<file path="config.mk">
export PLATFORM = sky130hd
export DESIGN_NAME = int4_group_dequant_bf16
export DESIGN_NICKNAME = d
export VERILOG_FILES = /design/src/i4dq_pkg.sv /design/src/int4_group_dequant_bf16.sv /design/src/i4dq_lane.sv
export SDC_FILE = /design/constraint.sdc
export NUM_CORES = 2
export LEC_CHECK = 0
export ABC_AREA = 1
export BUFFER_PORTS_ARGS = -buffer_cell sky130_fd_sc_hd__buf_4
export CAP_MARGIN = 10
export CORE_AREA = 3 3 287 176
export CTS_CLUSTER_DIAMETER = 120
export DETAILED_ROUTE_END_ITERATION = 10
export DIE_AREA = 0 0 290 179
export PLACE_DENSITY = 0.83
export SETUP_SLACK_MARGIN = 0.1
export SYNTH_ARGS = -nofsm -noshare
export SYNTH_HDL_FRONTEND = slang
export SYNTH_SLANG_ARGS = --single-unit
</file>
<file path="constraint.sdc">
create_clock -name clk -period 11.4 [get_ports clk]
set_input_delay 0 -clock clk [delete_from_list [all_inputs] [get_ports clk]]
set_output_delay 0 -clock clk [all_outputs]
set_load 0.05 [all_outputs]
</file>
<file path="src/i4dq_pkg.sv">
`default_nettype none
// ----------------------------------------------------------------------------
// i4dq_pkg
// Shared types and constants for the int4 group dequantizer.
// ----------------------------------------------------------------------------
package i4dq_pkg;

  localparam int unsigned NIBBLE_W = 4;
  localparam int unsigned DIFF_W   = 9;
  localparam logic [15:0] BF16_QNAN = 16'h7FC0;

  typedef struct packed {
    logic [7:0]        packed_byte;
    logic [31:0]       scale_bits;
    logic signed [7:0] zero_point;
    logic              last_byte;
  } in_item_t;

  typedef struct packed {
    logic [15:0] low_value;
    logic [15:0] high_value;
    logic        last_pair;
  } out_item_t;

  // one lane's stage-1 result: special-case info and raw product
  typedef struct packed {
    logic        is_nan;
    logic        is_inf;
    logic        is_zero;
    logic        sign;
    logic [9:0]  exp;      // biased exponent of scale, unbiased-by-one for subnormals
    logic [32:0] mant;     // |d| * significand
  } lane_prod_t;

endpackage
`default_nettype wire

</file>
<file path="src/int4_group_dequant_bf16.sv">
`default_nettype none
// ----------------------------------------------------------------------------
// int4_group_dequant_bf16
// Top level: two dequant lanes and the merge into one result transaction.
// ----------------------------------------------------------------------------
// Takes one transaction per cycle while the output is not stalled. An accepted
// transaction is registered in stage 1, then in stage 2, which drives the result:
// each lane has two register stages (product, then round and narrow), and the merge adds none.
// The pipeline advances whenever its output slot is free or being taken, so
// full rate holds under no stall; a result held by the receiver stalls the
// input until it is taken.
module int4_group_dequant_bf16 (
  input  wire logic                 clk,
  input  wire logic                 rst_n,
  input  wire logic                 cfg_we,
  input  wire logic                 cfg_wdata,
  input  wire logic                 in_valid,
  output logic                      in_ready,
  input  wire i4dq_pkg::in_item_t   in_data,
  output logic                      out_valid,
  input  wire logic                 out_ready,
  output i4dq_pkg::out_item_t       out_data
);
  import i4dq_pkg::*;

  logic zp_en_r, v1_r, v2_r, l1_r, l2_r;
  logic adv2, adv1;
  logic [15:0] lo, hi;

  // pipeline control: stage 2 holds the output
  assign adv2     = !v2_r || out_ready;
  assign adv1     = adv2;
  assign in_ready = adv1;

  always_ff @(posedge clk) begin
    if (!rst_n) begin
      zp_en_r <= 1'b0; v1_r <= 1'b0; v2_r <= 1'b0;
    end else begin
      if (cfg_we) zp_en_r <= cfg_wdata;
      if (adv1) v1_r <= in_valid;
      if (adv2) v2_r <= v1_r;
    end
  end

  // row-end flag travels alongside
  always_ff @(posedge clk) begin
    if (adv1) l1_r <= in_data.last_byte;
    if (adv2) l2_r <= l1_r;
  end

  i4dq_lane u_lo (.clk, .en1(adv1), .en2(adv2), .nibble(in_data.packed_byte[3:0]),
    .zero_point(in_data.zero_point), .zp_en(zp_en_r),
    .scale_bits(in_data.scale_bits), .bf16_out(lo));
  i4dq_lane u_hi (.clk, .en1(adv1), .en2(adv2), .nibble(in_data.packed_byte[7:4]),
    .zero_point(in_data.zero_point), .zp_en(zp_en_r),
    .scale_bits(in_data.scale_bits), .bf16_out(hi));

  // merge lanes into the result transaction
  assign out_valid = v2_r;
  assign out_data  = '{low_value: lo, high_value: hi, last_pair: l2_r};
endmodule
`default_nettype wire

</file>
<file path="src/i4dq_lane.sv">
`default_nettype none
// ----------------------------------------------------------------------------
// i4dq_lane
// One dequant lane: difference times scale (stage 1), then normalize and
// round to f32 and narrow to bf16 (stage 2). Two register stages.
// ----------------------------------------------------------------------------
module i4dq_lane (
  input  wire logic                   clk,
  input  wire logic                   en1,
  input  wire logic                   en2,
  input  wire logic [3:0]             nibble,
  input  wire logic signed [7:0]      zero_point,
  input  wire logic                   zp_en,
  input  wire logic [31:0]            scale_bits,
  output logic [15:0]                 bf16_out
);
  import i4dq_pkg::*;

  logic signed [DIFF_W-1:0] d;
  logic [DIFF_W-1:0]        dmag;
  logic [7:0]               se;
  logic [22:0]              sm;
  logic [23:0]              sig;
  lane_prod_t               p_nxt, p_r;
  logic [15:0]              out_nxt, bf_r;

  // difference and magnitude
  always_comb begin
    d    = zp_en ? ($signed({{(DIFF_W-NIBBLE_W){nibble[3]}}, nibble})
                   - $signed({zero_point[7], zero_point}))
                 : $signed({{(DIFF_W-NIBBLE_W){nibble[3]}}, nibble});
    dmag = d[DIFF_W-1] ? DIFF_W'(-d) : d;
    se   = scale_bits[30:23];
    sm   = scale_bits[22:0];
    sig  = {(se != 8'd0), sm};
    p_nxt.sign    = scale_bits[31] ^ d[DIFF_W-1];
    p_nxt.is_nan  = ((se == 8'hFF) && (sm != 23'd0)) ||
                    ((se == 8'hFF) && (dmag == '0));
    p_nxt.is_inf  = (se == 8'hFF);
    p_nxt.is_zero = (dmag == '0) || (sig == 24'd0);
    p_nxt.exp     = (se == 8'd0) ? 10'd1 : {2'b00, se};
    p_nxt.mant    = 33'(dmag) * 33'(sig);
  end

  always_ff @(posedge clk) begin
    if (en1) p_r <= p_nxt;
  end

  // normalize, round to f32, then narrow to bf16
  logic [5:0]  lz;
  logic [32:0] norm;
  logic signed [11:0] e;    // exponent of bit 32 of norm, biased
  logic [32:0] sh;
  logic [4:0]  rsh;
  logic        sticky;
  logic [24:0] rm;
  logic [31:0] f;
  logic [31:0] fb;
  always_comb begin
    lz = 6'd33;
    for (int i = 0; i < 33; i++) if (p_r.mant[i]) lz = 6'(32 - i);
    norm = p_r.mant << lz;
    // value = mant * 2^(exp-127-23); bit32 of norm weight 2^(exp-127-23+32-lz)
    e = $signed({2'b00, p_r.exp}) + 12'sd9 - $signed({6'd0, lz});
    // f32 biased exponent of leading bit = e; subnormal when e < 1
    sh = norm; sticky = 1'b0; rsh = '0;
    if (e < 12'sd1) begin
      rsh = (e < -12'sd24) ? 5'd26 : 5'(12'sd1 - e);
      for (int i = 0; i < 33; i++) if (i < rsh && norm[i]) sticky = 1'b1;
      sh = norm >> rsh;
    end
    sticky = sticky | (sh[7:0] != 8'd0);
    rm = {1'b0, sh[32:9]} + 25'((sh[8] & (sticky | sh[9])) ? 1 : 0);
    f = '0;
    if (e < 12'sd1) begin
      f = {p_r.sign, 8'(rm[23]), rm[22:0]};  // carry into normal handled
    end else if (rm[24]) begin
      f = (e + 12'sd1 >= 12'sd255) ? {p_r.sign, 8'hFF, 23'd0}
                                   : {p_r.sign, 8'(e + 12'sd1), rm[23:1]};
    end else begin
      f = (e >= 12'sd255) ? {p_r.sign, 8'hFF, 23'd0}
                          : {p_r.sign, 8'(e), rm[22:0]};
    end
    if (p_r.is_inf)        f = {p_r.sign, 8'hFF, 23'd0};
    else if (p_r.is_zero)  f = {p_r.sign, 31'd0};
    fb = f + 32'h7FFF + {31'd0, f[16]};
    out_nxt = p_r.is_nan ? BF16_QNAN : fb[31:16];
  end

  always_ff @(posedge clk) begin
    if (en2) bf_r <= out_nxt;
  end
  assign bf16_out = bf_r;
endmodule
`default_nettype wire

</file>
Word-level counts from Yosys, hierarchy flattened
Cells that the tools add are included.
{"block": "word_totals", "out_inout_bits": 35, "ff_bits": 120, "wordCells": 351, "in_bits": 55}
{"block": "classes", "n_mux": 152, "mul": 2, "order_cmp": 70, "n_eq_ne": 1, "n_addsub": 17, "reduce_logical": 79, "shift": 4, "bitwise_logic": 8}
{"cell": "two-way mux 6 bit", "n": 64}
{"cell": "two-way mux 31 bit", "n": 12}
{"cell": "less-than comparator 5 bit (first input constant)", "n": 30}
{"cell": "less-than comparator 4 x 5 -> 1 bit (first input constant)", "n": 16}
{"cell": "two-way mux 1 bit", "n": 68}
{"cell": "multiplier 9 x 24 -> 33 bit", "n": 2}
{"cell": "two-way mux 33 bit", "n": 2}
{"cell": "left shift 33 x 6 -> 33 bit", "n": 2}
{"cell": ">> shifter 33 x 5 -> 33 bit", "n": 2}
{"cell": "logical AND 1 bit", "n": 65}
{"cell": "adder 32 x 1 -> 32 bit", "n": 2}
{"cell": "adder 32 x 15 -> 32 bit (second input constant)", "n": 2}
{"cell": "adder 24 x 25 -> 25 bit", "n": 2}
{"cell": ">= comparator 12 x 9 -> 1 bit (second input constant)", "n": 4}
{"cell": "less-than comparator 3 x 5 -> 1 bit (first input constant)", "n": 8}
{"cell": "two-way mux 9 bit", "n": 4}
{"cell": "adder 12 x 2 -> 12 bit (second input constant)", "n": 2}
{"cell": "logical NOT 24 bit", "n": 1}
{"cell": "less-than comparator 12 x 2 -> 1 bit (second input constant)", "n": 2}
{"cell": "less-than comparator 12 x 6 -> 1 bit (second input constant)", "n": 2}
{"cell": "nonzero test 8 bit", "n": 3}
{"cell": "subtractor 11 x 6 -> 12 bit", "n": 2}
{"cell": "nonzero test 23 bit", "n": 1}
{"cell": "less-than comparator 1 x 5 -> 1 bit (first input constant)", "n": 4}
{"cell": "other kinds (14)", "n": 31}

Longest topological paths before layout
{"block": "depth", "depth_word": 82, "depth_mapped": 77, "depth_no_buf": 75}

Modules after synthesis
Synthesis repeated with hierarchy kept, for this count alone.
{"block": "hier_totals", "hier_cells": 5064, "area_unflattened_um2": 32473.6}
{"module": "i4dq_lane at u_lo", "area_per_inst_um2": 16164.3, "cells_each": 2504, "seq_area_each_um2": 1831.8, "n_inst": 1}
{"module": "i4dq_lane at u_hi", "area_per_inst_um2": 16125.5, "cells_each": 2543, "seq_area_each_um2": 1831.8, "n_inst": 1}
{"module": "int4_group_dequant_bf16", "area_per_inst_um2": 183.9, "cells_each": 17, "seq_area_each_um2": 120.1, "n_inst": 1}

Worst setup path after synthesis
Ideal clock, no wire load.
{"block": "synth_path", "path_type": "input port to flip-flop", "start": "input port in_data[45] in the netlist's numbering", "end": "register u_hi.p_r[32] in the netlist's numbering (data pin)", "path_slack_ns": 3.471, "setup_ns": 0.261, "n_path_buf": 1, "arrival_ns": 7.668, "stages": 54, "t_required_ns": 11.139, "cell_sequence": "inv_1 -> ha_1 -> inv_1 -> fa_1 -> nand2_1 -> inv_1 -> o21ai_0 -> nand2_1 -> a21oi_1 -> o21ai_0 -> nand2_1 -> a221oi_1 -> nor2_1 -> inv_1 -> nand2_1 -> o21ai_0 -> inv_1 -> clkbuf_1 -> [... 18 more ...] -> nand2_1 -> a21oi_1 -> o21bai_1 -> a21oi_1 -> o21ai_0 -> a21o_1 -> a21oi_1 -> o21ai_0 -> nand3_1 -> nand2_1 -> nand3_1 -> nand2_1 -> nand3_1 -> nand2_1 -> a21oi_1 -> nor2_1 -> nor2_1 -> xor2_1"}
{"element": "start, declared", "line_no": "int4_group_dequant_bf16.sv:19", "rtl": "input wire i4dq_pkg::in_item_t in_data,"}
{"element": "end signal, assigned", "line_no": "i4dq_lane.sv:46", "rtl": "if (en1) p_r <= p_nxt;"}
{"element": "end, declared", "line_no": "i4dq_lane.sv:24", "rtl": "lane_prod_t p_nxt, p_r;"}

Worst setup path after layout
{"block": "layout_path", "start": "register u_hi.p_r[2] in the netlist's numbering", "end": "register u_hi.bf_r[14], in the netlist u_hi.bf16_out[14] (data pin)"}
{"block": "layout_between", "elab_chain_cells": 80, "word_cells_on_any_way": 150, "classes_between": "add/sub: 6; order compare: 35; shift: 2; mux: 72; bitwise: 3; reduce/logical: 32"}
{"element": "two-way mux 6 bit (31 in a row)", "line_no": "i4dq_lane.sv:61", "rtl": "for (int i = 0; i < 33; i++) if (p_r.mant[i]) lz = 6'(32 - i);"}
{"element": "subtractor 11 x 6 -> 12 bit", "line_no": "i4dq_lane.sv:64", "rtl": "e = $signed({2'b00, p_r.exp}) + 12'sd9 - $signed({6'd0, lz});"}
{"element": "less-than comparator 12 x 6 -> 1 bit / subtractor 2 x 5 -> 5 bit (equally long branches)", "line_no": "i4dq_lane.sv:68", "rtl": "rsh = (e < -12'sd24) ? 5'd26 : 5'(12'sd1 - e);"}
{"element": "two-way mux 5 bit", "line_no": "i4dq_lane.sv:68"}
{"element": "less-than comparator 1 x 5 -> 1 bit", "line_no": "i4dq_lane.sv:69", "rtl": "for (int i = 0; i < 33; i++) if (i < rsh && norm[i]) sticky = 1'b1;"}
{"element": "logical AND 1 bit", "line_no": "i4dq_lane.sv:69"}
{"element": "two-way mux 1 bit (31 in a row)", "line_no": "i4dq_lane.sv:69"}
{"element": "two-way mux 1 bit", "line_no": "i4dq_lane.sv:67", "rtl": "if (e < 12'sd1) begin"}
{"element": "[... 4 more ...]"}
{"element": "adder 24 x 25 -> 25 bit", "line_no": "i4dq_lane.sv:73", "rtl": "rm = {1'b0, sh[32:9]} + 25'((sh[8] & (sticky | sh[9])) ? 1 : 0);"}
{"element": "two-way mux 31 bit, on equally long branches", "line_no": "i4dq_lane.sv:81, i4dq_lane.sv:78"}
{"element": "two-way mux 31 bit", "line_no": "i4dq_lane.sv:77", "rtl": "end else if (rm[24]) begin"}
{"element": "two-way mux 31 bit *", "line_no": "i4dq_lane.sv:75", "rtl": "if (e < 12'sd1) begin"}
{"element": "two-way mux 31 bit *", "line_no": "i4dq_lane.sv:85", "rtl": "else if (p_r.is_zero) f = {p_r.sign, 31'd0};"}
{"element": "two-way mux 31 bit *", "line_no": "i4dq_lane.sv:84", "rtl": "if (p_r.is_inf) f = {p_r.sign, 8'hFF, 23'd0};"}
{"element": "adder 32 x 15 -> 32 bit", "line_no": "i4dq_lane.sv:86", "rtl": "fb = f + 32'h7FFF + {31'd0, f[16]};"}
{"element": "adder 32 x 1 -> 32 bit *", "line_no": "i4dq_lane.sv:86"}
{"element": "end signal, assigned", "line_no": "i4dq_lane.sv:91", "rtl": "if (en2) bf_r <= out_nxt;"}
{"element": "end, declared", "line_no": "i4dq_lane.sv:25", "rtl": "logic [15:0] out_nxt, bf_r;"}
Every way passes the cells marked *; elsewhere a longest branch is shown, timed or not.
A chain may end at the register's enable or synchronous reset.

==> impl_results.md <==
* Setup violators final at 0
* Critical Path RT at 11.55 ns
* Clk pin slew, worst setup/hold paths at 0.06 ns
* Fin. Hold Viols at 0
* Skew-Pair Late Insertion Delay at 0.46 ns
* Distinct cells, synth at 63
* Synthesized area at 31590 sq um
* Commonest non-fill, non-tap cells in the layout: nand2_1, nand3_1, inv_1
* Vias in the first global route at 32745
* Core area at 47790 sq um
* WL/cell at 20.53 um
* # IOs at 90
* Syn Nets at 5480
* First-pass GRT wire length at 180300 um
* MaxCap Viol Count at 0
* FP Rows at 62
* Antenna cell count at 0
* Iter 0 DRT Violations at 6330
* First-pass DRT Iterations at 11
* Routability congestion estimate at 1.083
* Die Ht at 179 um
* Synthesized flop and latch total at 118
* Hold_sp: in_data[41]
* Vias per cell at 6.362
* Fraction of layout cells with a size suffix above 1 at 0.06444
* Reg2reg path depth at 72
* Most common cell after layout, fill and taps aside: nand2_1
* Worst hold endpoint: u_lo.p_r[0]
* Worst Tran Pin Value at 1.211 ns
* Dpl ws at 1.933 ns
* Initial antenna violation count at 1
* Total number of vias at 35468
* Pin count of the biggest net entering global routing at 81
* Die area at 51910 sq um
* Period minus WS final at 9.860 ns
* Slew Limit Fails at 0
* Hold Path Class: in -> reg
* Outcome: finished clean
* Post_cts resized at 0
* Max Freq at 0.1014 GHz
* Post-detail-place hpwl at 91200 um
* RSZ-0062 raised after global routing: false
* CTS max path bufs at 2
* Syn Area/Cell at 6.367 sq um
* Num CTS Buffers at 17
* Register area share after synthesis at 0.1112
* Peak fanout along the critical path at 41
* Ys flop type: edfxtp_1
* DR DRC count at 0
* Area growth, synth to finish at 5.354%
* R2r setup slk at 1.54 ns
* Post-Route WL at 114400 um
* Slowest stage delay, CP at 0.51 ns
* Reg2reg end: u_hi.bf16_out[14]
* Yosys warns at 0
* Cell repeated most along the worst path: nand2_1
* Grt ovf at 0
* Die Wd at 290 um
* Max Clock Skew at 0.01830 ns
* Async SR Flop Fraction at 0
* Initial Util at 0.6611
* EDFF count, synth at 115
* Final worst-path setup slack at 1.540 ns
* Clock root buffer: clkbuf_16
* Max-slew headroom at 0.1915
* Worst Path Arrival at 10.01 ns
* Final net count at 5440
* Hold path depth at 3
* Post-route ant nets at 0
* CTS tree: built
* Slowest-stage cell, CP: nand2_4
* GRT Util Overall at 0.4389
* CP startpoint kind: flip-flop
* RR Startpoint: u_hi.p_r[2]
* Endpoint class of the critical path: flip-flop
* Post-Synthesis Cells at 4962
* CP Class: reg -> reg
* # port buffers at 89
* Tcrit/Tclk final at 0.8649
* Setup TNS at 0 ns
* H-tree Lvls at 4
* CTS sink cnt at 118
==> state kept, by name, indices dropped and copies added, names as in the netlist <==
register       cells
l1_r               1
l2_r               1
out_valid          1
u_hi.bf16_out     16
u_hi.p_r          45
u_lo.bf16_out     16
u_lo.p_r          36
v1_r               1
zp_en_r            1
==> how the worst max path moves through the flow <==
stage,startpoint,to,slack (ns),cells after the start
finish,u_hi.p_r[2],u_hi.bf16_out[14],1.54,72
global route,u_lo.p_r[0],u_lo.bf16_out[8],0.76,71
CTS,u_hi.p_r[2],u_hi.bf16_out[14],1.85,72
detailed placement,u_hi.p_r[2],u_hi.bf16_out[14],1.93,72
global placement,u_lo.p_r[0],u_lo.bf16_out[8],2.25,64
floorplan,in_data[45],u_hi.p_r[32],3.47,54
==> cell usage after synthesis, types with 34 or more instances <==
| master | n | area, sq um |
|---|---|---|
| fa_1 | 314 | 6286 |
| ha_1 | 149 | 1864 |
| a21oi_1 | 144 | 720.7 |
| buf_2 | 49 | 245.2 |
| edfxtp_1 | 115 | 3453 |
| nand2_1 | 1390 | 5218 |
| clkbuf_1 | 129 | 484.2 |
| nand3_1 | 905 | 4529 |
| nand3_2 | 34 | 340.3 |
| o21ai_0 | 102 | 510.5 |
| nor2_1 | 482 | 1809 |
| inv_1 | 638 | 2395 |
| nand4_1 | 88 | 550.5 |
| xor2_1 | 83 | 727.0 |
==> routing by layer <==
layer,track usage,vias up,share of wire
li1,-,15904,-
met2,0.5962,2969,0.38
met4,0.1172,6,0.031
met5,0.01032,-,0.0010
met1,0.6226,16200,0.40
met3,0.2027,389,0.19
==> timing repair <==
action                    in CTS  in global routing
hold buffers                  16                  0
buffers inserted               0                  0
hold endpoints to repair      14                  0
==> worst max-delay path: cells and delay by family (launching register included) <==
kind	cells	cell delay [ns]
fa+ha+maj	2	0.63
compound gates	4	1.18
simple gates	58	5.86
buf+inv	8	1.30
flops	1	0.50
==> metrics by stage <==
step | utilization | hold slack [ns] | cells | instance area (sq um)
after floorplan | - | 0.09887 | 4962 | 31590
after global placement | 0.6807 | 0.1837 | 5527 | 32530
after detailed placement | 0.6807 | 0.1865 | 5527 | 32530
after CTS | 0.6965 | 0.1398 | 5575 | 33280
after global routing | 0.6965 | 0.1946 | 5575 | 33280
final | 0.6965 | 0.1666 | 5575 | 33280
==> kinds of logic after synthesis <==
family | share of synthesized area
muxes | 0.0003168
AOI/OAI and AO/OA | 0.06408
xor gates and xnor gates | 0.03105
adders and majority gates | 0.2580
and+or+nand+nor | 0.4261
buffers and inverters | 0.1092
DFF | 0.1112
==> final cells by class <==
type / instances / area (sq um)
clock buffers: 17 / 425.4
clock inverters: 15 / 168.9
fillers: 4055 / 14500
inverters: 671 / 2521
multi-input cells: 3965 / 24700
flip-flops and latches: 118 / 3513
well taps: 640 / 800.8
repair buffers: 149 / 1159
Power is left out: the tool's default activity adds up to more than one toggle a clock period on the data nets, which glitch-free logic cannot reach.
